File: config.mk
export PLATFORM = sky130hd
export DESIGN_NAME = http_header_field_extractor_flat
export DESIGN_NICKNAME = d
export VERILOG_FILES = /design/src/hdl/hhfe_pkg.sv /design/src/hdl/hhfe_stream_if.sv /design/src/hdl/http_header_field_extractor.sv /design/src/flat_wrapper.sv
export SDC_FILE = /design/constraint.sdc
export NUM_CORES = 1
export LEC_CHECK = 0
export ABC_AREA = 1
export BUFFER_PORTS_ARGS = -buffer_cell sky130_fd_sc_hd__buf_2
export CAP_MARGIN = 40
export CORE_MARGIN = 4
export CORE_UTILIZATION = 50
export DETAILED_ROUTE_END_ITERATION = 6
export PLACE_DENSITY = 0.76
export SYNTH_ARGS = -nofsm -noshare
export SYNTH_HDL_FRONTEND = slang
export SYNTH_SLANG_ARGS = --single-unit
File: constraint.sdc
create_clock -name clk -period 3.1 [get_ports clk]
set_input_delay 0.155 -clock clk [delete_from_list [all_inputs] [get_ports clk]]
set_output_delay 0.155 -clock clk [all_outputs]
set_load 0.01 [all_outputs]
File: src/hdl/hhfe_pkg.sv
`timescale 1ns / 1ps
// ----------------------------------------------------------------------------
// hhfe_pkg
// Shared types, codes and keyword tables of the HTTP header field extractor.
// ----------------------------------------------------------------------------
package hhfe_pkg;

  // Input actions
  localparam logic ACT_DATA  = 1'b0;
  localparam logic ACT_CLOSE = 1'b1;

  // Result kinds
  localparam logic [1:0] KIND_VALUE  = 2'd0;
  localparam logic [1:0] KIND_COMMIT = 2'd1;
  localparam logic [1:0] KIND_END    = 2'd2;

  // Field identifiers
  localparam logic [2:0] FLD_HOST   = 3'd0;
  localparam logic [2:0] FLD_PORT   = 3'd1;
  localparam logic [2:0] FLD_ACCEPT = 3'd2;
  localparam logic [2:0] FLD_GET    = 3'd3;
  localparam logic [2:0] FLD_POST   = 3'd4;

  // Header end status
  localparam logic [1:0] ST_OK       = 2'd0;
  localparam logic [1:0] ST_TOO_LONG = 2'd1;
  localparam logic [1:0] ST_TOO_MANY = 2'd2;
  localparam logic [1:0] ST_CLOSED   = 2'd3;

  // Register indexes (byte address bit 2)
  localparam logic REG_MAX_LINE_LENGTH  = 1'b0;
  localparam logic REG_MAX_HEADER_LINES = 1'b1;

  localparam logic [12:0] MAX_LINE_LENGTH_RST  = 13'd1024;
  localparam logic [7:0]  MAX_HEADER_LINES_RST = 8'd100;

  // Position of the first Accept value byte in its line
  localparam logic [12:0] ACCEPT_VALUE_POS = 13'd7;

  localparam logic [7:0] CHR_CR    = 8'h0D;
  localparam logic [7:0] CHR_LF    = 8'h0A;
  localparam logic [7:0] CHR_COLON = 8'h3A;

  typedef enum logic [3:0] {
    CLS_START       = 4'd0,
    CLS_PART_GET    = 4'd1,
    CLS_PART_POST   = 4'd2,
    CLS_PART_HOST   = 4'd3,
    CLS_PART_ACCEPT = 4'd4,
    CLS_GET         = 4'd5,
    CLS_POST        = 4'd6,
    CLS_HOST        = 4'd7,
    CLS_ACCEPT      = 4'd8,
    CLS_OTHER       = 4'd15
  } line_class_t;

  typedef enum logic [1:0] {
    HP_SKIP = 2'd0,
    HP_NAME = 2'd1,
    HP_PORT = 2'd2
  } host_phase_t;

  // Keyword index: 0 GET, 1 POST, 2 Host:, 3 Accept:
  function automatic logic [2:0] kw_len(input logic [1:0] k);
    logic [2:0] len;
    unique case (k)
      2'd0:    len = 3'd3;
      2'd1:    len = 3'd4;
      2'd2:    len = 3'd5;
      default: len = 3'd7;
    endcase
    return len;
  endfunction

  function automatic logic [7:0] kw_char(input logic [1:0] k, input logic [2:0] pos);
    logic [7:0] ch;
    ch = 8'h00;
    unique case (k)
      2'd0: begin
        unique case (pos)
          3'd0:    ch = "G";
          3'd1:    ch = "E";
          3'd2:    ch = "T";
          default: ch = 8'h00;
        endcase
      end
      2'd1: begin
        unique case (pos)
          3'd0:    ch = "P";
          3'd1:    ch = "O";
          3'd2:    ch = "S";
          3'd3:    ch = "T";
          default: ch = 8'h00;
        endcase
      end
      2'd2: begin
        unique case (pos)
          3'd0:    ch = "H";
          3'd1:    ch = "o";
          3'd2:    ch = "s";
          3'd3:    ch = "t";
          3'd4:    ch = ":";
          default: ch = 8'h00;
        endcase
      end
      default: begin
        unique case (pos)
          3'd0:    ch = "A";
          3'd1:    ch = "c";
          3'd2:    ch = "c";
          3'd3:    ch = "e";
          3'd4:    ch = "p";
          3'd5:    ch = "t";
          3'd6:    ch = ":";
          default: ch = 8'h00;
        endcase
      end
    endcase
    return ch;
  endfunction

  function automatic line_class_t kw_full_class(input logic [1:0] k);
    line_class_t cls;
    unique case (k)
      2'd0:    cls = CLS_GET;
      2'd1:    cls = CLS_POST;
      2'd2:    cls = CLS_HOST;
      default: cls = CLS_ACCEPT;
    endcase
    return cls;
  endfunction

  function automatic line_class_t first_class(input logic [7:0] c);
    line_class_t cls;
    priority if (c == "G") cls = CLS_PART_GET;
    else if (c == "P")     cls = CLS_PART_POST;
    else if (c == "H")     cls = CLS_PART_HOST;
    else if (c == "A")     cls = CLS_PART_ACCEPT;
    else                   cls = CLS_OTHER;
    return cls;
  endfunction

  function automatic logic is_space(input logic [7:0] c);
    return (c == 8'h20) || (c >= 8'h09 && c <= 8'h0D);
  endfunction

endpackage

File: src/hdl/hhfe_stream_if.sv
`timescale 1ns / 1ps
// ----------------------------------------------------------------------------
// hhfe_stream_if
// Valid/ready channels carrying header bytes in and extracted items out.
// ----------------------------------------------------------------------------
interface hhfe_in_if;
  logic       valid;
  logic       ready;
  logic       action;
  logic [7:0] byte_value;

  modport source (output valid, output action, output byte_value, input ready);
  modport sink   (input valid, input action, input byte_value, output ready);
endinterface

interface hhfe_out_if;
  logic       valid;
  logic       ready;
  logic [1:0] item_kind;
  logic [2:0] field_id;
  logic [7:0] value_byte;
  logic       first_of_value;
  logic [1:0] status;
  logic [7:0] line_count;

  modport source (output valid, output item_kind, output field_id, output value_byte,
                  output first_of_value, output status, output line_count, input ready);
  modport sink   (input valid, input item_kind, input field_id, input value_byte,
                  input first_of_value, input status, input line_count, output ready);
endinterface

File: src/hdl/http_header_field_extractor.sv
`timescale 1ns / 1ps
// ----------------------------------------------------------------------------
// http_header_field_extractor
// Byte-wise HTTP request header parser that streams Host, port and Accept
// values and reports line commits and header end.
// ----------------------------------------------------------------------------
// Each request on hdr_in carries one header byte or a connection-closed event;
// a new request can be accepted every clock while hdr_out does not stall.
// The line state (length, prefix class, host phase and counters) is updated
// at acceptance, and the zero or one item it causes lands in the output
// register in the next cycle. hdr_in.ready is high whenever that register is
// empty or is being drained in the same cycle, so a full-rate stream passes
// with no bubbles and only a stall on hdr_out holds the input back.
// Registers sit on an APB port: max_line_length at byte address 0 and
// max_header_lines at 4; write them only while no request is in flight.
// Every header end clears the parse state, so the next byte opens a new header.
// ----------------------------------------------------------------------------
module http_header_field_extractor
  import hhfe_pkg::*;
#(
  parameter int HOST_CAP = 15,
  parameter int PORT_CAP = 5
) (
  input  logic        clk,
  input  logic        rst,
  hhfe_in_if.sink     hdr_in,
  hhfe_out_if.source  hdr_out,
  input  logic        psel,
  input  logic        penable,
  input  logic        pwrite,
  input  logic [2:0]  paddr,
  input  logic [31:0] pwdata,
  output logic [31:0] prdata,
  output logic        pready
);

  localparam int HCW = $clog2(HOST_CAP + 1);
  localparam int PCW = $clog2(PORT_CAP + 1);

  // Configuration registers
  logic [12:0] max_line_length;
  logic [7:0]  max_header_lines;

  // Parse state
  logic [12:0]  line_length, line_length_next;
  logic [7:0]   header_lines, header_lines_next;
  logic         after_cr, after_cr_next;
  line_class_t  line_class, line_class_next;
  host_phase_t  host_phase, host_phase_next;
  logic [HCW-1:0] host_chars, host_chars_next;
  logic [PCW-1:0] port_chars, port_chars_next;

  // Output register
  logic       out_valid;
  logic [1:0] out_kind;
  logic [2:0] out_field;
  logic [7:0] out_byte;
  logic       out_first;
  logic [1:0] out_status;
  logic [7:0] out_count;

  // Result of the request being accepted
  logic       res_valid;
  logic [1:0] res_kind;
  logic [2:0] res_field;
  logic [7:0] res_byte;
  logic       res_first;
  logic [1:0] res_status;
  logic [7:0] res_count;

  logic        in_acc;
  logic        end_req;
  logic [1:0]  end_status;
  logic [7:0]  end_count;
  logic [7:0]  lb;
  logic [12:0] len_inc;
  logic [7:0]  hl_inc;
  logic [1:0]  kw_idx;
  logic [3:0]  cls_bits;
  logic        cfg_wr;

  assign pready = 1'b1;
  assign cfg_wr = psel & penable & pwrite;

  // Take a new request while the output register is empty or draining
  assign hdr_in.ready = !out_valid || hdr_out.ready;
  assign in_acc       = hdr_in.valid && hdr_in.ready;

  always_comb begin
    unique case (paddr[2])
      REG_MAX_LINE_LENGTH:  prdata = {19'd0, max_line_length};
      default:              prdata = {24'd0, max_header_lines};
    endcase
  end

  always_comb begin
    line_length_next  = line_length;
    header_lines_next = header_lines;
    after_cr_next     = after_cr;
    line_class_next   = line_class;
    host_phase_next   = host_phase;
    host_chars_next   = host_chars;
    port_chars_next   = port_chars;

    res_valid  = 1'b0;
    res_kind   = KIND_VALUE;
    res_field  = FLD_HOST;
    res_byte   = 8'd0;
    res_first  = 1'b0;
    res_status = ST_OK;
    res_count  = 8'd0;

    end_req    = 1'b0;
    end_status = ST_OK;
    end_count  = header_lines;

    // A pending CR that is not followed by LF becomes a line byte itself,
    // and the byte that broke the pair is dropped.
    lb       = after_cr ? CHR_CR : hdr_in.byte_value;
    len_inc  = line_length + 13'd1;
    hl_inc   = header_lines + 8'd1;
    cls_bits = line_class;
    kw_idx   = cls_bits[1:0] - 2'd1;

    if (in_acc) begin
      if (hdr_in.action == ACT_CLOSE) begin
        // Close right after CR ends cleanly; the pending line is discarded
        end_req    = 1'b1;
        end_status = after_cr ? ST_OK : ST_CLOSED;
      end else if (after_cr && hdr_in.byte_value == CHR_LF) begin
        after_cr_next = 1'b0;
        if (line_length == 13'd0) begin
          // Empty line closes the header
          end_req    = 1'b1;
          end_status = ST_OK;
        end else if (hl_inc >= max_header_lines) begin
          end_req    = 1'b1;
          end_status = ST_TOO_MANY;
          end_count  = hl_inc;
        end else begin
          header_lines_next = hl_inc;
          line_length_next  = 13'd0;
          line_class_next   = CLS_START;
          host_phase_next   = HP_SKIP;
          host_chars_next   = '0;
          port_chars_next   = '0;
          res_kind          = KIND_COMMIT;
          unique case (line_class)
            CLS_GET: begin
              res_valid = 1'b1;
              res_field = FLD_GET;
            end
            CLS_POST: begin
              res_valid = 1'b1;
              res_field = FLD_POST;
            end
            CLS_HOST: begin
              res_valid = 1'b1;
              res_field = FLD_HOST;
            end
            CLS_ACCEPT: begin
              res_valid = 1'b1;
              res_field = FLD_ACCEPT;
            end
            default: res_valid = 1'b0;
          endcase
        end
      end else if (!after_cr && hdr_in.byte_value == CHR_CR) begin
        // Hold the CR until the next byte tells whether it ends the line
        after_cr_next = 1'b1;
      end else begin
        after_cr_next    = 1'b0;
        line_length_next = len_inc;
        if (len_inc >= max_line_length) begin
          end_req    = 1'b1;
          end_status = ST_TOO_LONG;
        end else begin
          unique case (line_class)
            CLS_HOST: begin
              if (host_phase == HP_SKIP && is_space(lb)) begin
                // drop leading whitespace
              end else if (host_phase != HP_PORT) begin
                if (lb == CHR_COLON) begin
                  host_phase_next = HP_PORT;
                end else begin
                  host_phase_next = HP_NAME;
                  if (host_chars < HCW'(HOST_CAP)) begin
                    res_valid       = 1'b1;
                    res_field       = FLD_HOST;
                    res_byte        = lb;
                    res_first       = (host_chars == '0);
                    host_chars_next = host_chars + HCW'(1);
                  end
                end
              end else if (port_chars < PCW'(PORT_CAP)) begin
                res_valid       = 1'b1;
                res_field       = FLD_PORT;
                res_byte        = lb;
                res_first       = (port_chars == '0);
                port_chars_next = port_chars + PCW'(1);
              end
            end
            CLS_ACCEPT: begin
              res_valid = 1'b1;
              res_field = FLD_ACCEPT;
              res_byte  = lb;
              res_first = (line_length == ACCEPT_VALUE_POS);
            end
            CLS_START: line_class_next = first_class(lb);
            CLS_PART_GET, CLS_PART_POST, CLS_PART_HOST, CLS_PART_ACCEPT: begin
              // Advance the prefix match, or drop to unclassified on mismatch
              if (line_length < 13'(kw_len(kw_idx)) &&
                  kw_char(kw_idx, line_length[2:0]) == lb) begin
                if (len_inc == 13'(kw_len(kw_idx))) begin
                  line_class_next = kw_full_class(kw_idx);
                end
              end else begin
                line_class_next = CLS_OTHER;
              end
            end
            default: line_class_next = line_class;
          endcase
        end
      end
    end

    // A header end wins over any other result and restarts the parse
    if (end_req) begin
      line_length_next  = 13'd0;
      header_lines_next = 8'd0;
      after_cr_next     = 1'b0;
      line_class_next   = CLS_START;
      host_phase_next   = HP_SKIP;
      host_chars_next   = '0;
      port_chars_next   = '0;
      res_valid         = 1'b1;
      res_kind          = KIND_END;
      res_field         = FLD_HOST;
      res_byte          = 8'd0;
      res_first         = 1'b0;
      res_status        = end_status;
      res_count         = end_count;
    end
  end

  always_ff @(posedge clk) begin
    if (rst) begin
      max_line_length  <= MAX_LINE_LENGTH_RST;
      max_header_lines <= MAX_HEADER_LINES_RST;
      line_length      <= 13'd0;
      header_lines     <= 8'd0;
      after_cr         <= 1'b0;
      line_class       <= CLS_START;
      host_phase       <= HP_SKIP;
      host_chars       <= '0;
      port_chars       <= '0;
      out_valid        <= 1'b0;
    end else begin
      if (cfg_wr) begin
        unique case (paddr[2])
          REG_MAX_LINE_LENGTH:  max_line_length  <= pwdata[12:0];
          default:              max_header_lines <= pwdata[7:0];
        endcase
      end
      line_length  <= line_length_next;
      header_lines <= header_lines_next;
      after_cr     <= after_cr_next;
      line_class   <= line_class_next;
      host_phase   <= host_phase_next;
      host_chars   <= host_chars_next;
      port_chars   <= port_chars_next;
      if (in_acc) begin
        out_valid <= res_valid;
      end else if (hdr_out.ready) begin
        out_valid <= 1'b0;
      end
    end
  end

  // Load the payload only when a new result is captured
  always_ff @(posedge clk) begin
    if (in_acc && res_valid) begin
      out_kind   <= res_kind;
      out_field  <= res_field;
      out_byte   <= res_byte;
      out_first  <= res_first;
      out_status <= res_status;
      out_count  <= res_count;
    end
  end

  assign hdr_out.valid          = out_valid;
  assign hdr_out.item_kind      = out_kind;
  assign hdr_out.field_id       = out_field;
  assign hdr_out.value_byte     = out_byte;
  assign hdr_out.first_of_value = out_first;
  assign hdr_out.status         = out_status;
  assign hdr_out.line_count     = out_count;

endmodule

File: src/flat_wrapper.sv
// flat-port wrapper written by rule: the top's interface ports become plain ports
module http_header_field_extractor_flat import hhfe_pkg::*;
#(
  parameter int HOST_CAP = 15,
  parameter int PORT_CAP = 5
)
  (clk, rst, psel, penable, pwrite, paddr, pwdata, prdata, pready, hdr_in_valid, hdr_in_action, hdr_in_byte_value, hdr_in_ready, hdr_out_valid, hdr_out_item_kind, hdr_out_field_id, hdr_out_value_byte, hdr_out_first_of_value, hdr_out_status, hdr_out_line_count, hdr_out_ready);
  hhfe_in_if hdr_in_i ();
  hhfe_out_if hdr_out_i ();
  input  logic clk;
  input  logic rst;
  input  logic psel;
  input  logic penable;
  input  logic pwrite;
  input  logic [2:0] paddr;
  input  logic [31:0] pwdata;
  output logic [31:0] prdata;
  output logic pready;
  input wire logic [$bits(hdr_in_i.valid)-1:0] hdr_in_valid;
  input wire logic [$bits(hdr_in_i.action)-1:0] hdr_in_action;
  input wire logic [$bits(hdr_in_i.byte_value)-1:0] hdr_in_byte_value;
  output wire logic [$bits(hdr_in_i.ready)-1:0] hdr_in_ready;
  output wire logic [$bits(hdr_out_i.valid)-1:0] hdr_out_valid;
  output wire logic [$bits(hdr_out_i.item_kind)-1:0] hdr_out_item_kind;
  output wire logic [$bits(hdr_out_i.field_id)-1:0] hdr_out_field_id;
  output wire logic [$bits(hdr_out_i.value_byte)-1:0] hdr_out_value_byte;
  output wire logic [$bits(hdr_out_i.first_of_value)-1:0] hdr_out_first_of_value;
  output wire logic [$bits(hdr_out_i.status)-1:0] hdr_out_status;
  output wire logic [$bits(hdr_out_i.line_count)-1:0] hdr_out_line_count;
  input wire logic [$bits(hdr_out_i.ready)-1:0] hdr_out_ready;
  assign hdr_in_i.valid = hdr_in_valid;
  assign hdr_in_i.action = hdr_in_action;
  assign hdr_in_i.byte_value = hdr_in_byte_value;
  assign hdr_in_ready = hdr_in_i.ready;
  assign hdr_out_valid = hdr_out_i.valid;
  assign hdr_out_item_kind = hdr_out_i.item_kind;
  assign hdr_out_field_id = hdr_out_i.field_id;
  assign hdr_out_value_byte = hdr_out_i.value_byte;
  assign hdr_out_first_of_value = hdr_out_i.first_of_value;
  assign hdr_out_status = hdr_out_i.status;
  assign hdr_out_line_count = hdr_out_i.line_count;
  assign hdr_out_i.ready = hdr_out_ready;
  http_header_field_extractor #(.HOST_CAP(HOST_CAP), .PORT_CAP(PORT_CAP)) u_core (.clk(clk), .rst(rst), .hdr_in(hdr_in_i), .hdr_out(hdr_out_i), .psel(psel), .penable(penable), .pwrite(pwrite), .paddr(paddr), .pwdata(pwdata), .prdata(prdata), .pready(pready));
endmodule
# == Yosys cells after proc, flatten, opt, wreduce, memory -nomap -nowiden ==
# Index checks and enable logic that the tools add are counted.
# word_totals
ff_bits,81
# op_classes
add_sub_neg,5
n_lt_le_gt_ge,7
n_eq_ne,36
n_mux,135
n_bitwise,8
n_reduce_logical,41
# op_table
cell,count
two-way mux 8 bit,17
two-way mux 3 bit,29
two-way mux 4 bit,19
two-way mux 13 bit,5
case mux 7 bit (6 select lines),1
two-way mux 2 bit,19
case mux 7 bit (5 select lines),1
two-way mux 1 bit,33
"== test 8 x 7 -> 1 bit, second input constant",4
case mux 7 bit (4 select lines),1
case mux 8 bit (3 select lines),1
case mux 7 bit (3 select lines),1
case mux 3 bit (3 select lines),2
"== test 4 x 3 -> 1 bit, second input constant",4
"== test 8 x 4 -> 1 bit, second input constant",2
"== test 8 x 6 -> 1 bit, second input constant",2
case mux 8 bit (2 select lines),1
"adder 13 x 1 -> 13 bit, second input constant",1
== test 13 x 3 -> 1 bit,1
"== test 13 x 3 -> 1 bit, second input constant",1
greater-or-equal comparator 13 bit,1
logical NOT 13 bit,1
less-than comparator 13 x 3 -> 1 bit,1
case mux 4 bit (3 select lines),1
other kinds (45),83

# == Logic depth before layout (Yosys ltp) ==
# Gate-level depths: netlist of run 1.
# depth
ltp_word,26
depth_mapped,19
ltp_nobuf,19

# == Worst setup path before layout of run 1 ==
# Ideal clock, no wire load.
# synth_path
path_kind,register to register
startpoint,reg u_core.line_length[0]
endpoint,"reg u_core.out_field[0], in the netlist u_core.hdr_out.field_id[0], enable pin"
setup_ns,0.363
arrival_ns,2.807
required_time_ns,2.737
slack_ns,-0.070
path_stages_with_launch,15
path_buffers,0
synth_period_minus_slack_ns,3.170
path_cell_list,dfxtp_1 > ha_1 > nand3_1 > inv_1 > nand2_1 > xor2_1 > inv_1 > ha_1 > a21oi_1 > o21ai_0 > a21oi_1 > nand3_1 > nor3_1 > nand3_2 > nand3_2
# synth_between
elab_chain_cells,9
elab_cells_between_ends,17
cone_classes,1 x add/sub; 1 x order compare; 13 x mux; 2 x reduce/logical
# synth_rtl
element,line_no,text
start: declaration,http_header_field_extractor.sv:45,"logic [12:0] line_length, line_length_next;"
start signal: assignment,http_header_field_extractor.sv:265,line_length <= line_length_next;
adder 13 x 1 -> 13 bit,http_header_field_extractor.sv:120,len_inc = line_length + 13'd1;
greater-or-equal comparator 13 bit,http_header_field_extractor.sv:174,if (len_inc >= max_line_length) begin
two-way mux 1 bit,http_header_field_extractor.sv:174,
two-way mux 1 bit,http_header_field_extractor.sv:168,end else if (!after_cr && hdr_in.byte_value == CHR_CR) begin
two-way mux 1 bit,http_header_field_extractor.sv:130,end else if (after_cr && hdr_in.byte_value == CHR_LF) begin
two-way mux 1 bit,http_header_field_extractor.sv:126,if (hdr_in.action == ACT_CLOSE) begin
two-way mux 1 bit,http_header_field_extractor.sv:125,if (in_acc) begin
two-way mux 1 bit (*),http_header_field_extractor.sv:228,if (end_req) begin
logical AND 1 bit (*),http_header_field_extractor.sv:282,if (in_acc && res_valid) begin
end signal: assignment,http_header_field_extractor.sv:284,out_field <= res_field;
end: declaration,http_header_field_extractor.sv:56,logic [2:0] out_field;
# Every way passes the cells marked *; elsewhere a longest branch is shown, timed or not.
# A chain may end at the register's enable or synchronous reset.

# == Worst setup path in the final report of run 1 ==
# layout_path
startpoint,reg u_core.line_length[1]
endpoint,"reg u_core.out_count[7], in the netlist u_core.hdr_out.line_count[7], data pin"
# layout_between
elab_chain_cells,7
elab_cells_between_ends,13
cone_classes,1 x add/sub; 1 x order compare; 10 x mux; 1 x reduce/logical
# layout_rtl
element,line_no,text
adder 13 x 1 -> 13 bit,http_header_field_extractor.sv:120,
greater-or-equal comparator 13 bit,http_header_field_extractor.sv:174,
two-way mux 1 bit,http_header_field_extractor.sv:174,
two-way mux 1 bit,http_header_field_extractor.sv:168,
two-way mux 1 bit (*),http_header_field_extractor.sv:130,
two-way mux 1 bit (*),http_header_field_extractor.sv:126,
two-way mux 1 bit (*),http_header_field_extractor.sv:125,
named net u_core.end_req,http_header_field_extractor.sv:72,logic end_req;
end signal: assignment,http_header_field_extractor.sv:288,out_count <= res_count;
end: declaration,http_header_field_extractor.sv:60,logic [7:0] out_count;
# Mark *: on every way through the listed nets, which the timed path passes. The rest lies on a longest branch.

==> results of run 1 <==
-- registers in the layout, indices dropped and copies added (netlist names) --
signal	count
u_core.hdr_out.status	2
u_core.hdr_out.valid	1
u_core.host_phase	2
u_core.after_cr	1
u_core.hdr_out.first_of_value	1
u_core.host_chars	4
u_core.hdr_out.field_id	3
u_core.hdr_out.item_kind	2
u_core.max_line_length	13
u_core.hdr_out.line_count	8
u_core.max_header_lines	8
u_core.line_length	13
u_core.header_lines	8
u_core.hdr_out.value_byte	8
u_core.port_chars	3
u_core.cls_bits	4
-- worst max-delay path by stage --
stage                                start                            to
floorplan            u_core.line_length[0]    u_core.hdr_out.field_id[0]
global placement    u_core.header_lines[0]  u_core.hdr_out.line_count[7]
detailed placement   u_core.line_length[0]  u_core.hdr_out.line_count[7]
CTS                  u_core.line_length[0]   u_core.hdr_out.item_kind[1]
global route         u_core.line_length[1]  u_core.hdr_out.line_count[5]
finish               u_core.line_length[1]  u_core.hdr_out.line_count[7]
-- power groups by stage --
stage	Clock, mW	Sequential [mW]	Combinational, mW
3_5_place_dp	0	1.16	0.369
5_1_grt	1.10	1.14	0.435
6_report	1.03	1.14	0.386
2_1_floorplan	0	1.16	0.265
3_3_place_gp	0	1.16	0.363
4_1_cts	1.04	1.14	0.371
-- metrics by stage --
stage	TNS (ns)	worst slack (ns)	utilization	instances	cell area, um^2
after floorplan	0	0.0553	-	853	5820
after global placement	0	0.0760	0.574	1055	6330
after detailed placement	0	0.00536	0.574	1055	6330
after CTS	-0.108	-0.0109	0.600	1071	6620
after global routing	-1.23	-0.0878	0.617	1075	6810
final	0	0.154	0.617	1075	6810
-- cell families (layout without fill, tap and decap cells) --
logic type / after synthesis / in the layout / share of synthesized area
simple gates: 421 / 421 / 0.331
buf+inv: 150 / 232 / 0.118
compound gates: 134 / 134 / 0.131
flops: 81 / 81 / 0.324
fa+ha+maj: 34 / 34 / 0.0741
xor+xnor: 13 / 13 / 0.0198
other cells: 2 / 20 / 0.00131
-- worst max-delay path: stages, from the launching register on --
cell	delay, ns
dfxtp_1	0.35
buf_4	0.16
nand2_2	0.10
nor2_4	0.17
nand3_1	0.10
nand2_1	0.08
nand2_1	0.08
ha_1	0.30
nand2_1	0.12
o21ai_0	0.12
a21oi_1	0.18
nand3_2	0.19
nand2_2	0.10
nand3b_1	0.14
nand2_4	0.16
buf_4	0.15
inv_1	0.07
o21ai_0	0.07
a21oi_1	0.05
-- area by class of cell --
cell class,instances,share of cell area
Multi-Input combinational cell,622,0.502
Clock buffer,12,0.0393
Clock inverter,4,0.00349
Sequential cell,81,0.275
Tap cell,140,0.0257
Timing Repair Buffer,100,0.0895
Inverter,116,0.0649
-- cell usage after synthesis, types with 3 or more instances --
cell type  number  area (um^2)
edfxtp_1       24          721
a22oi_1        12         90.1
nor3_2          4         40.0
dfxtp_1        57         1140
nor2_2          5         31.3
nor2_1        107          402
clkbuf_1        7         26.3
a21oi_1        55          275
nor3_1         13         65.1
nand3_1        44          220
xnor2_1         3         26.3
a21oi_2         7         61.3
nand2_1       202          758
o21ai_0        43          215
ha_1           34          425
nand3_2         5         50.1
buf_6           3         33.8
buf_4          24          180
nor4_1          5         31.3
nand4_1        19          119
inv_1         107          402
inv_2           8         30.0
o21ai_1         7         35.0
xor2_1         10         87.6
-- metal layers --
layer	track usage	share of wire	vias to the layer above
li1	-	-	2876
met1	0.302	0.44	2558
met2	0.354	0.46	227
met3	0.0421	0.079	25
met4	0.0657	0.017	0
met5	0	0	-
-- what timing repair did --
| action | 4_1_cts | 5_1_grt |
|---|---|---|
| pin swaps | 0 | 9 |
| resized for setup | 0 | 42 |
| cloned | 0 | 0 |
| endpoints found under the setup margin | 12 | 83 |
| setup buffers | 0 | 4 |
==> run metrics, run 1 <==
Lkg Pwr between 3 and 4 nW; hold slack between 0.03 and 0.04 ns; GRT Overall Usage 0.220; clk sinks between 80 and 90; wire per inst 13.6 um; Rel. slew slack 0.576; flop2flop setup slack 0.15 ns; worst clock skew between 0.008 and 0.009 ns; sequential cell fraction of total power 0.446; clk buf depth 2; net load switching power slightly below 0.7 mW; crit path capture type register; via count approximately 5700; r2r endpoint u_core.hdr_out.line_count[7]; fin. max-slew vios 0; global-route wire length before repair 23800 um; Fmax 339 MHz; Max VDD drop 0.298 mV; cts bufs inserted 9; WL final 14600 um; NumNets Final approximately 1000; area of the multi-input gates approximately 3400 um^2; number of antenna violations at the first check in global routing 0; Die Height roughly 120 um; DRT antenna net count 0; Worst EP arrival 3.03 ns; Crit path required time approximately 3.2 ns; DR iter-0 viols just over 500; Setup CP Type register to register; worst skew pair latency 0.34 ns; Buffers on Ports between 60 and 70; most frequent cells in the layout 198 x nand2_1, 104 x inv_1, 101 x nor2_1, 68 x buf_2, 54 x a21oi_1; minimum clock period 2.95 ns; full die area approximately 13000 um^2; H-tree depth 3; hold buffers post-CTS 0; switching share of power 0.272; hold path depth 3; PD cells roughly 380 nW/um^2; core area between 10000 and 15000 um^2; Fill cells slightly below 1000; outcome finished clean; die width about 120 um; sequential share of the synthesized area 0.324; FP Rows 38; mapped cell area between 5000 and 6000 um^2; Initial Utilization 0.520; Min-Delay Startpoint pwdata[10]; Worst Reg2Reg Path Length in Cells 18; Post-synth EDFFs 24; Clock transition at path regs approximately 0.060 ns; pin count of the biggest net entering global routing 24; Setup-failing EPs final 0; vias in the first global route ~5200; CTS tree built; DP HPWL roughly 11000 um; Reg2Reg Launch Point u_core.line_length[1]; CP max FO 6; Unique masters post-synth 44; Int Pwr 1.86 mW; total number of yosys warnings 0; Hold Path Class input port to register; pin slew with the least headroom to its limit 0.635 ns; register area about 1900 um^2; GP Congestion approximately 0.94; Comb pwr share 0.151; power share of the clock group 0.403; First-pass DRT Iterations 5; Async SR Flop Fraction 0; Post-Syn Area per Cell 6.87 um^2; Hold Path Sink u_core.max_line_length[10]; flops & latches, synth around 80; Fin. Hold Viols 0; Tcrit/Tclk final 0.950; Tot Pwr roughly 2.6 mW; Max-Cap Viols 0; Layout area overhead 18.6%; antenna cells 0; Vias/cell between 5 and 6; number of cells produced by synthesis roughly 840; layout cells sized above 1 0.205; Setup crit start kind register; clk root buf clkbuf_16; Top FF cell, synth dfxtp_1; IO Pins 110; GRT overflow 0; most common cell after layout, fill and taps aside nand2_1; DRC violation count after routing 0
Power figures use the tool's default switching activity.
==> inputs of run 2 (changes only) <==
SETUP_SLACK_MARGIN = 0.3   (was not set)
==> run metrics, run 2 (same netlist as run 1, synthesis figures left out) <==
minimum clock period 3.00 ns (+0.0511 ns); Fill cells 816 (-17%); First-pass DRT Iterations 6 (+1); H-tree depth 3 (unchanged); Post-Layout Inst Area 7670 um^2 (+13%); cts bufs inserted 9 (unchanged); pin slew with the least headroom to its limit 0.651 ns (+0.0163 ns); wire per inst 16.4 um (+21%); global-route wire length before repair 25100 um (+5.3%); WL final 18100 um (+24%); CTS tree built; setup_tns 0 ns (unchanged); Reg2Reg Launch Point u_core.line_length[0]; GRT overflow 0 (unchanged); FP Rows 38 (unchanged); CP max stage cell dfxtp_4; Worst Path Buf+Inv 5 (+2); IO Pins 110 (unchanged); Worst EP arrival 3.09 ns (+0.06 ns); layout cells sized above 1 0.316 (+0.110); Setup-failing EPs final 0 (unchanged); Fmax 334 MHz (-1.7%); Min-Delay Startpoint pwdata[10]; full die area 13300 um^2 (unchanged); Initial Utilization 0.520 (unchanged); GP Congestion 0.935 (-0.34%); Max-Cap Viols 0 (unchanged); Rel. slew slack 0.563 (-0.0137); Vias/cell 5.68 (+7.3%); register area 1880 um^2 (+0.53%); via count 6279 (+10%); worst clock skew 0.00883 ns (+0.000329 ns); fin. max-slew vios 0 (unchanged); worst skew pair latency 0.34 ns (about the same); DRC violation count after routing 0 (unchanged); clk sinks 81 (unchanged); clk buf depth 2 (unchanged); most common cell after layout, fill and taps aside nand2_1; hold buffers post-CTS 0 (unchanged); Layout area overhead 33.6%; most frequent cells in the layout 188 x nand2_1, 94 x inv_1, 86 x nor2_1, 68 x buf_2; placed cell area 6340 um^2 (+0.30%); pin count of the biggest net entering global routing 24 (unchanged); biggest registers after layout u_core.line_length (13), u_core.max_line_length (13); Setup crit start u_core.line_length[0]; core area 11000 um^2 (unchanged); Buffers on Ports 68 (unchanged); PD cells 348 nW/um^2 (-7.2%); Setup CP Type register to register; vias in the first global route 5515 (+5.1%); CP max stage delay 0.36 ns (about the same); GRT Overall Usage 0.234 (+0.0132); Fin. Hold Viols 0 (unchanged); clk root buf clkbuf_16; Tcrit/Tclk final 0.967 (+0.0165); antenna cells 0 (unchanged); family with the most delay on the worst path simple AND/OR/NAND/NOR gates; outcome finished clean; Lkg Pwr 3.55 nW (+8.3%); CP Cell Sequence ha_4 -> nand3_4 -> inv_6 -> buf_4 -> nand2_1 -> nand2_1 -> inv_2 -> ha_4 -> a21oi_1 -> o21ai_0 -> o21ai_1 -> nand3_4 -> nand2_2 -> nand3b_1 -> nand2_4 -> buf_6 -> buf_6 -> nor2_2; Hold Path Class input port to register; NumNets Final 1046 (+3.1%); Setup crit start kind register; Clock transition at path regs 0.06 ns (about the same); flop2flop setup slack 0.10 ns (-0.05 ns); DP HPWL 11100 um (-0.93%); crit path capture type register; CP max FO 6 (unchanged); Die Height 115 um (unchanged); DRT antenna net count 0 (unchanged); area of the multi-input gates 3910 um^2 (+14%); Max VDD drop 0.289 mV (-3.0%); Crit path required time 3.19 ns (about the same); number of antenna violations at the first check in global routing 0 (unchanged); RSZ-0062 raised after global routing true; DR iter-0 viols 623 (+21%); die width 115 um (unchanged)
## run 2: cell type report
| cell class | count | area share |
|---|---|---|
| multi-input combinational | 622 | 0.510 |
| clock inverter | 4 | 0.00310 |
| tap | 140 | 0.0228 |
| clock buffer | 12 | 0.0349 |
| inverter | 116 | 0.0597 |
| timing repair buffer | 131 | 0.124 |
| sequential | 81 | 0.245 |
## run 2: routing by layer
| metal | track usage | vias to the layer above | wire, um |
|---|---|---|---|
| li1 | - | 2963 | - |
| met1 | 0.298 | 2890 | 6980 |
| met2 | 0.396 | 348 | 8910 |
| met3 | 0.0389 | 78 | 1420 |
| met4 | 0.0900 | 0 | 782 |
| met5 | 0 | - | 0 |
## run 2: timing repair
action / in CTS / in global routing
buffers inserted: 25 / 11
cloned: 0 / 3
pin swaps: 20 / 38
setup endpoints to repair: 83 / 83
gates resized for setup: 47 / 125
## run 2: power breakdown
group | internal, mW | total (mW) | switching, mW
clock | 0.612 | 1.06 | 0.450
sequential | 1.12 | 1.14 | 0.0192
combinational | 0.166 | 0.470 | 0.304
## run 2: tightest hold or removal path, delay by kind of cell
family | cells | cell delay (ns)
buf+inv | 1 | 0.08
compound gates | 2 | 0.11
## run 2: path summary, 6_finish.rpt
kind,endpoint,cells past startpoint
max,u_core.hdr_out.line_count[0],18
max reg2reg,u_core.hdr_out.line_count[0],18
min reg2reg,u_core.max_line_length[5],2
min,u_core.max_line_length[10],3
## run 2: per-stage QoR
stage	hold WS (ns)	total power [mW]	utilization	worst slack, ns	std cells
after global routing	0.0500	2.76	0.695	0.0272	1106
after global placement	0.372	1.52	0.575	0.120	1051
final	0.0420	2.67	0.695	0.103	1106
after detailed placement	0.384	1.53	0.575	0.0722	1051
after CTS	0.0417	2.58	0.635	0.249	1092
after floorplan	0.227	1.43	-	0.311	853
